## config.mk

```make
export PLATFORM = sky130hd
export DESIGN_NAME = rle_sprite_clip_blitter_top
export DESIGN_NICKNAME = d
export VERILOG_FILES = /design/src/sv/rscb_pkg.sv /design/src/sv/rle_sprite_clip_blitter_top.sv
export SDC_FILE = /design/constraint.sdc
export NUM_CORES = 1
export LEC_CHECK = 0
export ABC_AREA = 1
export BUFFER_PORTS_ARGS = -buffer_cell sky130_fd_sc_hd__buf_2
export CAP_MARGIN = 20
export CORE_ASPECT_RATIO = 0.8
export CORE_MARGIN = 2
export CORE_UTILIZATION = 60
export DETAILED_ROUTE_END_ITERATION = 16
export PLACE_DENSITY = 0.82
export RECOVER_POWER = 25
export SLEW_MARGIN = 20
export SYNTH_ARGS = -nofsm -noshare
export SYNTH_HDL_FRONTEND = slang
export SYNTH_SLANG_ARGS = --single-unit
```

## constraint.sdc

```tcl
create_clock -name clk_i -period 5.15 [get_ports clk_i]
set_input_delay 1.2875 -clock clk_i [delete_from_list [all_inputs] [get_ports clk_i]]
set_output_delay 1.2875 -clock clk_i [all_outputs]
set_load 0.005 [all_outputs]
```

## src/sv/rscb_pkg.sv

```systemverilog
// shared types and constants for the run-length sprite clip blitter
// no dependencies; imported by rle_sprite_clip_blitter_top and the testbench
`timescale 1ns / 1ps
`default_nettype none

package rscb_pkg;

  // tile geometry
  localparam int unsigned TILE_BASE_HEIGHT = 32;
  localparam int unsigned TILE_WIDTH       = 64;

  // coordinate limits for 12 bit saturation
  localparam logic signed [11:0] COORD_MAX = 12'sd2047;
  localparam logic signed [11:0] COORD_MIN = -12'sd2048;

  // clip register reset values
  localparam logic [9:0] CLIP_LEFT_RST   = 10'd0;
  localparam logic [9:0] CLIP_TOP_RST    = 10'd0;
  localparam logic [9:0] CLIP_RIGHT_RST  = 10'd639;
  localparam logic [9:0] CLIP_BOTTOM_RST = 10'd479;

  // register indexes on the config port
  localparam logic [1:0] REG_CLIP_LEFT   = 2'd0;
  localparam logic [1:0] REG_CLIP_TOP    = 2'd1;
  localparam logic [1:0] REG_CLIP_RIGHT  = 2'd2;
  localparam logic [1:0] REG_CLIP_BOTTOM = 2'd3;

  // request kinds
  localparam logic REQ_START = 1'b0;
  localparam logic REQ_BYTE  = 1'b1;

  // stream opcodes
  localparam logic [7:0] OP_RUN    = 8'd0;
  localparam logic [7:0] OP_SKIP   = 8'd1;
  localparam logic [7:0] OP_NEWROW = 8'd2;
  localparam logic [7:0] OP_END    = 8'd3;

  typedef enum logic [2:0] {
    PH_IDLE     = 3'd0,
    PH_OPCODE   = 3'd1,
    PH_RUN_LEN  = 3'd2,
    PH_RUN_PIX  = 3'd3,
    PH_SKIP_LEN = 3'd4
  } phase_e;

  typedef struct packed {
    logic [9:0] x;
    logic [9:0] y;
    logic [7:0] color;
    logic       done;
  } result_t;

  // darkening map: green part of a 12-step colour cube raised by two, capped at 11
  function automatic logic [255:0][7:0] build_darken_map();
    logic [255:0][7:0] m;
    int g;
    int gd;
    g = 0;
    for (int c = 0; c < 256; c++) begin
      gd = (c == 0) ? 0 : ((g + 2 >= 12) ? 11 : g + 2);
      m[c] = 8'(c - g + gd);
      g = (g == 11) ? 0 : g + 1;
    end
    return m;
  endfunction

  localparam logic [255:0][7:0] DARKEN_MAP = build_darken_map();

endpackage

`default_nettype wire

```

## src/sv/rle_sprite_clip_blitter_top.sv

```systemverilog
// top level of the run-length sprite clip blitter: decoder, clip registers, output queue
// depends on rscb_pkg
`timescale 1ns / 1ps
`default_nettype none

// Decodes run-length coded sprite rows into clipped pixel writes. A start request
// (req_type 0) loads the origin, frame height and darken flag; byte requests
// (req_type 1) carry one coded byte each. The decoder state updates at the accepting
// edge and the result, if any, is written into a two-entry output queue, so one request
// per clock is sustained while the queue has room (in_ready_o high).
// in_ready_o drops only when both queue entries hold results not yet taken, which
// decouples the input from stalls on the output. A rejected tile, the end opcode
// and a new row below the clip rectangle each give one result with tile_done set
// and zero coordinates. Clip registers sit on an APB-style port at byte addresses
// 0, 4, 8 and 12 (left, top, right, bottom) and should only be written while idle.
module rle_sprite_clip_blitter_top
  import rscb_pkg::*;
(
  input  wire               clk_i,
  input  wire               rst_ni,
  // request channel
  input  wire               in_valid_i,
  output logic              in_ready_o,
  input  wire               req_type_i,
  input  wire signed [11:0] origin_x_i,
  input  wire signed [11:0] origin_y_i,
  input  wire        [7:0]  frame_height_i,
  input  wire               darken_mode_i,
  input  wire        [7:0]  code_byte_i,
  // result channel
  output logic              out_valid_o,
  input  wire               out_ready_i,
  output logic       [9:0]  pixel_x_o,
  output logic       [9:0]  pixel_y_o,
  output logic       [7:0]  pixel_color_o,
  output logic              tile_done_o,
  // config port
  input  wire               psel,
  input  wire               penable,
  input  wire               pwrite,
  input  wire        [3:0]  paddr,
  input  wire        [31:0] pwdata,
  output logic       [31:0] prdata,
  output logic              pready
);

  // ---------------------------------------------------------------------------
  // clip registers
  // ---------------------------------------------------------------------------
  logic [9:0] clip_left_q, clip_top_q, clip_right_q, clip_bottom_q;
  logic       cfg_wr;
  logic [1:0] cfg_idx;

  assign pready  = 1'b1;
  assign cfg_wr  = psel & penable & pwrite & pready;
  assign cfg_idx = paddr[3:2];

  always_ff @(posedge clk_i or negedge rst_ni) begin
    if (!rst_ni) begin
      clip_left_q   <= CLIP_LEFT_RST;
      clip_top_q    <= CLIP_TOP_RST;
      clip_right_q  <= CLIP_RIGHT_RST;
      clip_bottom_q <= CLIP_BOTTOM_RST;
    end else if (cfg_wr) begin
      case (cfg_idx)
        REG_CLIP_LEFT:   clip_left_q   <= pwdata[9:0];
        REG_CLIP_TOP:    clip_top_q    <= pwdata[9:0];
        REG_CLIP_RIGHT:  clip_right_q  <= pwdata[9:0];
        REG_CLIP_BOTTOM: clip_bottom_q <= pwdata[9:0];
        default: ;
      endcase
    end
  end

  // read back, zero extended
  always_comb begin
    case (cfg_idx)
      REG_CLIP_LEFT:   prdata = {22'd0, clip_left_q};
      REG_CLIP_TOP:    prdata = {22'd0, clip_top_q};
      REG_CLIP_RIGHT:  prdata = {22'd0, clip_right_q};
      REG_CLIP_BOTTOM: prdata = {22'd0, clip_bottom_q};
      default:         prdata = 32'd0;
    endcase
  end

  // signed views of the clip bounds for compares against 12 bit coordinates
  logic signed [12:0] cl_s, ct_s, cr_s, cb_s;
  assign cl_s = signed'({3'b000, clip_left_q});
  assign ct_s = signed'({3'b000, clip_top_q});
  assign cr_s = signed'({3'b000, clip_right_q});
  assign cb_s = signed'({3'b000, clip_bottom_q});

  // ---------------------------------------------------------------------------
  // decoder state
  // ---------------------------------------------------------------------------
  phase_e             phase_q, phase_d;
  logic signed [11:0] cursor_x_q, cursor_x_d;
  logic signed [11:0] cursor_y_q, cursor_y_d;
  logic signed [11:0] row_start_x_q, row_start_x_d;
  logic        [7:0]  run_left_q, run_left_d;
  logic               run_visible_q, run_visible_d;
  logic               darken_on_q, darken_on_d;

  logic    in_fire;
  logic    res_valid;
  result_t res_d;

  // start request: moved origin row, saturated to 12 bits
  logic signed [13:0] start_y_wide;
  logic signed [11:0] start_y;
  logic signed [13:0] start_right_edge;
  logic               start_reject;

  assign start_y_wide = {{2{origin_y_i[11]}}, origin_y_i} + 14'(TILE_BASE_HEIGHT)
                      - {6'd0, frame_height_i};
  assign start_y = (start_y_wide > 14'(COORD_MAX)) ? COORD_MAX :
                   (start_y_wide < 14'(COORD_MIN)) ? COORD_MIN : start_y_wide[11:0];
  assign start_right_edge = {{2{origin_x_i[11]}}, origin_x_i} + 14'(TILE_WIDTH - 1);

  // tile lies wholly right of, below or left of the clip rectangle
  assign start_reject = (signed'({origin_x_i[11], origin_x_i}) > cr_s)
                      || (signed'({start_y[11], start_y}) > cb_s)
                      || (start_right_edge < 14'(cl_s));

  // next row, saturating
  logic signed [11:0] row_next_y;
  logic               row_past_bottom;
  assign row_next_y      = (cursor_y_q == COORD_MAX) ? COORD_MAX : cursor_y_q + 12'sd1;
  assign row_past_bottom = signed'({row_next_y[11], row_next_y}) > cb_s;

  // skip, only grows so only the top needs saturation
  logic signed [12:0] skip_sum;
  logic signed [11:0] skip_x;
  assign skip_sum = {cursor_x_q[11], cursor_x_q} + signed'({5'd0, code_byte_i});
  assign skip_x   = (skip_sum > 13'(COORD_MAX)) ? COORD_MAX : skip_sum[11:0];

  // run pixel column handling
  logic signed [11:0] pix_next_x;
  logic               pix_in_clip;
  logic [7:0]         pix_color;
  assign pix_next_x  = (cursor_x_q == COORD_MAX) ? COORD_MAX : cursor_x_q + 12'sd1;
  assign pix_in_clip = run_visible_q && (signed'({cursor_x_q[11], cursor_x_q}) >= cl_s)
                     && (signed'({cursor_x_q[11], cursor_x_q}) <= cr_s);
  assign pix_color   = darken_on_q ? DARKEN_MAP[code_byte_i] : code_byte_i;

  // visibility latched when a run opcode is read
  logic run_vis_now;
  assign run_vis_now = (signed'({cursor_y_q[11], cursor_y_q}) >= ct_s)
                    && (signed'({cursor_x_q[11], cursor_x_q}) <= cr_s);

  // next phase
  always_comb begin
    phase_d = phase_q;
    if (req_type_i == REQ_START) begin
      phase_d = start_reject ? PH_IDLE : PH_OPCODE;
    end else begin
      case (phase_q)
        PH_IDLE: phase_d = PH_IDLE;
        PH_OPCODE: begin
          case (code_byte_i)
            OP_RUN:    phase_d = PH_RUN_LEN;
            OP_SKIP:   phase_d = PH_SKIP_LEN;
            OP_NEWROW: phase_d = row_past_bottom ? PH_IDLE : PH_OPCODE;
            OP_END:    phase_d = PH_IDLE;
            default:   phase_d = PH_OPCODE;
          endcase
        end
        PH_RUN_LEN:  phase_d = (code_byte_i == 8'd0) ? PH_OPCODE : PH_RUN_PIX;
        PH_RUN_PIX:  phase_d = (run_left_q == 8'd1) ? PH_OPCODE : PH_RUN_PIX;
        PH_SKIP_LEN: phase_d = PH_OPCODE;
        default:     phase_d = PH_IDLE;
      endcase
    end
  end

  // datapath and result
  always_comb begin
    cursor_x_d    = cursor_x_q;
    cursor_y_d    = cursor_y_q;
    row_start_x_d = row_start_x_q;
    run_left_d    = run_left_q;
    run_visible_d = run_visible_q;
    darken_on_d   = darken_on_q;
    res_valid     = 1'b0;
    res_d         = '0;
    if (req_type_i == REQ_START) begin
      row_start_x_d = origin_x_i;
      cursor_x_d    = origin_x_i;
      cursor_y_d    = start_y;
      darken_on_d   = darken_mode_i;
      run_left_d    = 8'd0;
      run_visible_d = 1'b0;
      if (start_reject) begin
        res_valid  = 1'b1;
        res_d.done = 1'b1;
      end
    end else begin
      case (phase_q)
        PH_OPCODE: begin
          case (code_byte_i)
            OP_RUN: run_visible_d = run_vis_now;
            OP_NEWROW: begin
              cursor_x_d = row_start_x_q;
              cursor_y_d = row_next_y;
              if (row_past_bottom) begin
                res_valid  = 1'b1;
                res_d.done = 1'b1;
              end
            end
            OP_END: begin
              res_valid  = 1'b1;
              res_d.done = 1'b1;
            end
            default: ;
          endcase
        end
        PH_RUN_LEN: run_left_d = code_byte_i;
        PH_RUN_PIX: begin
          if (pix_in_clip) begin
            res_valid   = 1'b1;
            res_d.x     = cursor_x_q[9:0];
            res_d.y     = cursor_y_q[9:0];
            res_d.color = pix_color;
          end
          cursor_x_d = pix_next_x;
          run_left_d = run_left_q - 8'd1;
        end
        PH_SKIP_LEN: cursor_x_d = skip_x;
        default: ;
      endcase
    end
  end

  always_ff @(posedge clk_i or negedge rst_ni) begin
    if (!rst_ni) begin
      phase_q       <= PH_IDLE;
      cursor_x_q    <= '0;
      cursor_y_q    <= '0;
      row_start_x_q <= '0;
      run_left_q    <= '0;
      run_visible_q <= 1'b0;
      darken_on_q   <= 1'b0;
    end else if (in_fire) begin
      phase_q       <= phase_d;
      cursor_x_q    <= cursor_x_d;
      cursor_y_q    <= cursor_y_d;
      row_start_x_q <= row_start_x_d;
      run_left_q    <= run_left_d;
      run_visible_q <= run_visible_d;
      darken_on_q   <= darken_on_d;
    end
  end

  // ---------------------------------------------------------------------------
  // two-entry output queue
  // ---------------------------------------------------------------------------
  result_t    queue_q [2];
  logic       wr_ptr_q, rd_ptr_q;
  logic [1:0] count_q;
  logic       push, pop;
  result_t    head;

  assign in_ready_o = (count_q != 2'd2);
  assign in_fire    = in_valid_i & in_ready_o;
  assign push       = in_fire & res_valid;
  assign pop        = out_valid_o & out_ready_i;

  always_ff @(posedge clk_i) begin
    if (push) begin
      queue_q[wr_ptr_q] <= res_d;
    end
  end

  always_ff @(posedge clk_i or negedge rst_ni) begin
    if (!rst_ni) begin
      wr_ptr_q <= 1'b0;
      rd_ptr_q <= 1'b0;
      count_q  <= 2'd0;
    end else begin
      if (push) wr_ptr_q <= ~wr_ptr_q;
      if (pop)  rd_ptr_q <= ~rd_ptr_q;
      case ({push, pop})
        2'b10:   count_q <= count_q + 2'd1;
        2'b01:   count_q <= count_q - 2'd1;
        default: count_q <= count_q;
      endcase
    end
  end

  assign head          = queue_q[rd_ptr_q];
  assign out_valid_o   = (count_q != 2'd0);
  assign pixel_x_o     = head.x;
  assign pixel_y_o     = head.y;
  assign pixel_color_o = head.color;
  assign tile_done_o   = head.done;

  // ---------------------------------------------------------------------------
  // assertions
  // ---------------------------------------------------------------------------
  // queue never overfills
  a_queue_bound: assert property (@(posedge clk_i) disable iff (!rst_ni)
    count_q != 2'd3)
    else $error("output queue count out of range");

  // a tile end always leaves the decoder idle
  a_done_idle: assert property (@(posedge clk_i) disable iff (!rst_ni)
    push && res_d.done |=> phase_q == PH_IDLE)
    else $error("tile end did not return decoder to idle");

  // a literal run in progress always has pixels left
  a_run_left: assert property (@(posedge clk_i) disable iff (!rst_ni)
    phase_q == PH_RUN_PIX |-> run_left_q != 8'd0)
    else $error("run pixel phase with empty run");

  // a stalled queue holds its head
  a_head_hold: assert property (@(posedge clk_i) disable iff (!rst_ni)
    out_valid_o && !out_ready_i |=> out_valid_o && $stable(rd_ptr_q))
    else $error("queue head moved without being taken");

endmodule

`default_nettype wire

```

; Yosys cells after proc, flatten, opt, wreduce, memory -nomap -nowiden
; Memory sizes are Yosys's and may differ from the RTL's.
; Index checks and enable logic that the tools add are counted.
; W data, S select, Z words.
[word_totals]
ff_bits = 93
mem_bits_rw = 58
rom_bits = 2048
input_bits = 85
output_inout_bits = 64
memories = 2
[op_classes]
n_addsub = 9
n_lt_le_gt_ge = 11
n_eq_ne = 22
n_mux = 40
bitwise = 8
n_reduce_logical = 18
[memory_table]
columns = memory, words, width, read_ports, rd_ports_with_merged_regs, write_ports, line
row1 = (name not given), 256, 8, 1, 0, 0, rle_sprite_clip_blitter_top.sv:144  ; assign pix_color = darken_on_q ? DARKEN_MAP[code_byte_i] : code_byte_i;
row2 = queue_q, 2, 29, 1, 0, 1, rle_sprite_clip_blitter_top.sv:257  ; result_t queue_q [2];
[op_table]
columns = op, n
row1 = $pmux W32 S4, 1
row2 = $mux W12, 10
row3 = $mux W28, 3
row4 = $gt A12 B11 Y1, 3
row5 = $pmux W12 S3, 1
row6 = $add A12 B7 Y13 const B, 2
row7 = $add A12 B2 Y12 const B, 2
row8 = $eq A12 B12 Y1 const B, 2
row9 = $ge A12 B11 Y1, 2
row10 = $mux W8, 3
row11 = $pmux W3 S4, 2
row12 = $eq A8 B1 Y1 const B, 2
row13 = $eq A8 B2 Y1 const B, 2
row14 = $pmux W8 S2, 1
row15 = $gt A14 B12 Y1 const B, 1
row16 = $lt A14 B12 Y1 const B, 1
row17 = $sub A13 B9 Y14, 1
row18 = $add A12 B9 Y13, 1
row19 = $gt A13 B12 Y1 const B, 1
row20 = $lt A13 B11 Y1, 1
row21 = $mux W1, 13
row22 = $le A12 B11 Y1, 1
row23 = $reduce_and A2 Y1, 6
row24 = $lt A8 B9 Y1 const B, 1
row25 = other kinds (25), 45

; Longest topological paths before layout
[logic_depth]
word_depth = 13
mapped_depth = 34
mapped_depth_nobuf = 33

; Least setup slack after synthesis
; No wires, ideal clock.
[synth_path]
path_type = input -> register
startpoint = input port frame_height_i[1]
endpoint = memory queue_q[1][0] (netlist bit) (enable)
arrival_ns = 5.251
t_required_ns = 4.735
setup_slack_ns = -0.516
path_stages = 24
n_path_buf = 1
path_cell_list = inv_1 > ha_1 > ha_1 > fa_1 > nand3_1 > nand3_1 > a21oi_2 > inv_2 > nand2_1 > buf_6 > nand2_1 > ha_1 > nand2_1 > o21ai_0 > nand2_1 > nand2_1 > nand2_1 > nand2_1 > nand2_1 > nand3_1 > nand2_1 > nand2_2 > nand3_4 > nor2_1
[synth_between]
elab_chain_len = 12
[synth_rtl]
columns = item, line
row1 = start: declaration, rle_sprite_clip_blitter_top.sv:27  ; input wire [7:0] frame_height_i,
row2 = $sub A13 B9 Y14 *, rle_sprite_clip_blitter_top.sv:115  ; - {6'd0, frame_height_i};
row3 = $lt A14 B12 Y1, rle_sprite_clip_blitter_top.sv:117  ; (start_y_wide < 14'(COORD_MIN)) ? COORD_MIN : start_y_wide[11:0];
row4 = $mux W12, rle_sprite_clip_blitter_top.sv:117
row5 = $mux W12 *, rle_sprite_clip_blitter_top.sv:116  ; assign start_y = (start_y_wide > 14'(COORD_MAX)) ? COORD_MAX :
row6 = $gt A12 B11 Y1 *, rle_sprite_clip_blitter_top.sv:122  ; || (signed'({start_y[11], start_y}) > cb_s)
row7 = $logic_or A1 B1 Y1 *, rle_sprite_clip_blitter_top.sv:122
row8 = $logic_or A1 B1 Y1 *, rle_sprite_clip_blitter_top.sv:123  ; || (start_right_edge < 14'(cl_s));
row9 = $mux W1 *, rle_sprite_clip_blitter_top.sv:193  ; if (start_reject) begin
row10 = $mux W1 *, rle_sprite_clip_blitter_top.sv:186  ; if (req_type_i == REQ_START) begin
row11 = $and A1 B1 Y1 *, rle_sprite_clip_blitter_top.sv:265  ; assign push = in_fire & res_valid;
row12 = $mux W1 *, rle_sprite_clip_blitter_top.sv:269  ; if (push) begin
row13 = $mux W1 (not written as such) *, rle_sprite_clip_blitter_top.sv:270  ; queue_q[wr_ptr_q] <= res_d;
row14 = end: declaration, rle_sprite_clip_blitter_top.sv:257
; Mark *: on every way between the ends. The rest lies on a longest branch, timed or not.

; Final worst setup path
[layout_path]
startpoint = input port frame_height_i[1]
endpoint = register count_q[1]
[layout_between]
elab_chain_len = 12
[layout_rtl]
columns = item, line
row1 = $sub A13 B9 Y14 *, rle_sprite_clip_blitter_top.sv:115
row2 = $lt A14 B12 Y1, rle_sprite_clip_blitter_top.sv:117
row3 = $mux W12, rle_sprite_clip_blitter_top.sv:117
row4 = $mux W12 *, rle_sprite_clip_blitter_top.sv:116
row5 = $gt A12 B11 Y1 *, rle_sprite_clip_blitter_top.sv:122
row6 = $logic_or A1 B1 Y1 *, rle_sprite_clip_blitter_top.sv:122
row7 = $logic_or A1 B1 Y1 *, rle_sprite_clip_blitter_top.sv:123
row8 = $mux W1 *, rle_sprite_clip_blitter_top.sv:193
row9 = $mux W1 *, rle_sprite_clip_blitter_top.sv:186
row10 = $and A1 B1 Y1 *, rle_sprite_clip_blitter_top.sv:265
row11 = $eq A2 B1 Y1 / $eq A2 B2 Y1 (equally long branches), rle_sprite_clip_blitter_top.sv:282  ; case ({push, pop})
row12 = $pmux W2 S2 / $reduce_bool A2 Y1 (equally long branches), -
row13 = end signal: assignment, rle_sprite_clip_blitter_top.sv:283  ; 2'b10: count_q <= count_q + 2'd1;
row14 = end signal: assignment, rle_sprite_clip_blitter_top.sv:284  ; 2'b01: count_q <= count_q - 2'd1;
row15 = end signal: assignment, rle_sprite_clip_blitter_top.sv:285  ; default: count_q <= count_q;
row16 = end: declaration, rle_sprite_clip_blitter_top.sv:259  ; logic [1:0] count_q;
; Marks and branches as above.
; A chain may end at the register's enable or synchronous reset.

==> results_dict.tcl <==
set metrics [dict create \
    tightest_slew_ns 3.83 \
    place_area_um2 12300 \
    wl_per_cell_um 15.7 \
    routabilityCongestion 0.959 \
    viasPerCell 5.62 \
    place_ws_ns -0.0980 \
    path_common_cell "nand2_1" \
    fill_cells 1620 \
    drc 0 \
    vdd_ir_drop_max_mv 0.244 \
    path_buf_inv 3 \
    setup.worst_path.end_class "register" \
    antenna_found_initial 2 \
    crit_family "adder cells" \
    drv_cap 1 \
    syn_avg_cell_area_um2 7.45 \
    violations "capacitance limit, slew limit" \
    grt_pass1_vias 9834 \
    critPathMaxStageDelay_ns 0.38 \
    die_x_um 160 \
    tns_ns 0 \
    synth_cells 1559 \
    hold_viol_final 0 \
    rsz0062_at_grt "no" \
    r2r-end "count_q[1]" \
    syn_area_um2 11600 \
    final_cells 1923 \
    ctsHoldBuffers 0 \
    gr-usage-all-layers_pct 30.0 \
    firstDrtPassIters 5 \
    cts_buffer_depth 2 \
    yosysSeqAreaShare_pct 35.2 \
    initial_core_util_pct 61.2 \
    synthXorXnorAreaFrac_pct 2.72 \
    drive_gt1_share_pct 13.7 \
    final_max_slew_viol_count 68 \
    fin_crit_ns 4.74 \
    initialDrtViolationCount 1002 \
    via_count 10812 \
    synthDistinctLibCells 57 \
    port-buffer-count 101 \
    synth_top_area_share_pct 16.6 \
    fmaxAchievable_ghz 0.211 \
    cts.reportedPaths.clkPinSlew_ns 0.07 \
    antenna_left 0 \
    synth.area.top_cells "dfrtp_1 17%, edfxtp_1 15%, nand2_1 15%" \
    muxShareOfSynthArea_pct 0.0862 \
    synthFlopType "dfrtp_1" \
    synth_edf_count 58 \
    grt_max_degree 68 \
    dp_hpwl_um 22600 \
    synth_area_leader_cell "dfrtp_1" \
    fin_util_pct 67.8 \
    dp.cells 1890 \
    post_cts_buffers 0 \
    cts_tree "built" \
    die_h_um 128 \
    htree_levels 4 \
    setup_slack_ns 0.406 \
    setup_viol 0 \
    slowest_stage "fa_2" \
    power.total_mw 5.56 \
    cts_sinks 151 \
    r2r_cells 26 \
    clk_latency_ns 0.44 \
    synthSimpleGateAreaFrac_pct 26.0 \
    cp-startpoint "frame_height_i[1]" \
    num_rows 45 \
    async_flop_share_pct 61.6 \
    postLayoutCellArea_um2 12900 \
    max_slew_margin_pct -156 \
    ioPinCount 149 \
    synth_compound_area_share_pct 14.2 \
    final_nets 1845 \
    crit_fanout 4 \
    yosysWarnings 0 \
    grt_pass1_wl_um 48900 \
    hp-start "row_start_x_q[10]" \
    worst_r2r_startpoint "cursor_y_q[1]" \
    cts_root_buffer "clkbuf_16" \
    syn2layout_area_growth_pct 10.9 \
    critPathKind "input port to register" \
    worst_clock_skew_ns 0.0132 \
    path_depth 26 \
    min_period_over_period_pct 92.1 \
    status "complete, but fails checks" \
    dieArea_um2 20500 \
    whs_ns 0.490 \
    gr-total-overflow 0 \
    powerDensity_nw_per_um2 432 \
    synth_fa_ha_area_share_pct 11.9 \
    synth-seq-cells 151 \
    arrival_ns 5.06 \
    ctsResizeCount 0 \
    core_um2 19000 \
    leakage_nw 6.41 \
    hold_class "register to register" \
    critPathRequiredTime_ns 5.46 \
    wl_um 30300 \
    startpoint_type "input port" \
    crit_end "count_q[1]" \
    numCtsBuffers 17 \
    r2r_slack_ns 1.59 \
    synth_top_family_by_area "simple AND/OR/NAND/NOR gates" \
]
==> worst min-delay path, delay by kind of cell, from the launching register on <==
family           cells  cell delay (ns)
flip-flops           1             0.34
AO/OA/AOI/OAI        1             0.06
AND/OR/NAND/NOR      1             0.05
==> layer usage <==
layer / part of all wire [%] / vias to the layer above / GRT usage [%]
met1: 45 / 4965 / 42.3
met2: 44 / 503 / 47.0
met5: 0 / - / 0
li1: - / 5287 / -
met3: 9.5 / 57 / 6.35
met4: 2.0 / 0 / 8.88
==> flip-flops by register name (all words and copies together), names as in the netlist <==
| name | flops |
|---|---|
| run_left_q | 8 |
| wr_ptr_q | 1 |
| queue_q | 58 |
| clip_top_q | 10 |
| rd_ptr_q | 1 |
| row_start_x_q | 12 |
| clip_right_q | 10 |
| run_visible_q | 1 |
| phase_q | 3 |
| cursor_y_q | 12 |
| cursor_x_q | 12 |
| count_q | 2 |
| clip_left_q | 10 |
| clip_bottom_q | 10 |
| darken_on_q | 1 |
==> Yosys cell counts (16+ instances only) <==
cell type	instances
nand2_1	451
inv_1	187
nor2_1	108
ha_1	107
o21ai_0	107
a21oi_1	92
dfrtp_1	77
nand3_1	64
edfxtp_1	58
xor2_1	29
clkbuf_1	28
buf_4	27
nand4_1	19
o21ai_1	19
nor3_1	17
a211oi_1	16
dfstp_2	16
inv_2	16
==> cell usage in the layout, fill, tap and decap left out, drive strengths merged, types with 23 or more instances in the layout <==
master    n
o21ai   127
inv     210
nand3    69
ha      107
nor2    117
nor3     23
buf     118
edfxtp   58
nand2   466
dfrtp    77
xor2     29
a21oi    95
conb     23
==> area by class of cell <==
type	count	area [um^2]	area share [%]
Multi-Input combinational cell	1158	6470	50.2
Sequential cell	151	4090	31.8
Inverter	203	762	5.92
Timing Repair Buffer	120	682	5.30
Clock buffer	18	429	3.33
Tap cell	258	323	2.51
Clock inverter	14	118	0.914
Antenna cell	1	2.50	0.0194
==> cells by family after synthesis <==
logic type | after synthesis
multiplexers | 1
flip-flops | 151
other | 2
AO/OA/AOI/OAI | 287
XOR/XNOR | 36
AND/OR/NAND/NOR | 702
buffers and inverters | 271
adder cells (fa/ha/maj) | 109
==> power by group <==
part | internal (mW) | total [mW] | leakage [nW] | switching, mW
registers | 1.54 | 1.87 | 1.67 | 0.322
clock network | 0.629 | 1.18 | 0.256 | 0.550
logic | 0.941 | 2.52 | 4.48 | 1.58
total | 3.11 | 5.56 | 6.41 | 2.45
==> how the worst min path moves through the flow <==
stage                                    to  slack, ns  depth (start not counted)
after CTS                  clip_bottom_q[5]       0.49                          2
after global routing      row_start_x_q[10]       0.51                          2
after floorplan                    wr_ptr_q       0.44                          2
after detailed placement   clip_bottom_q[5]       0.48                          2
final                     row_start_x_q[10]       0.49                          2
after global placement             wr_ptr_q       0.46                          2
Note: power is estimated with default switching activity, not from simulation.
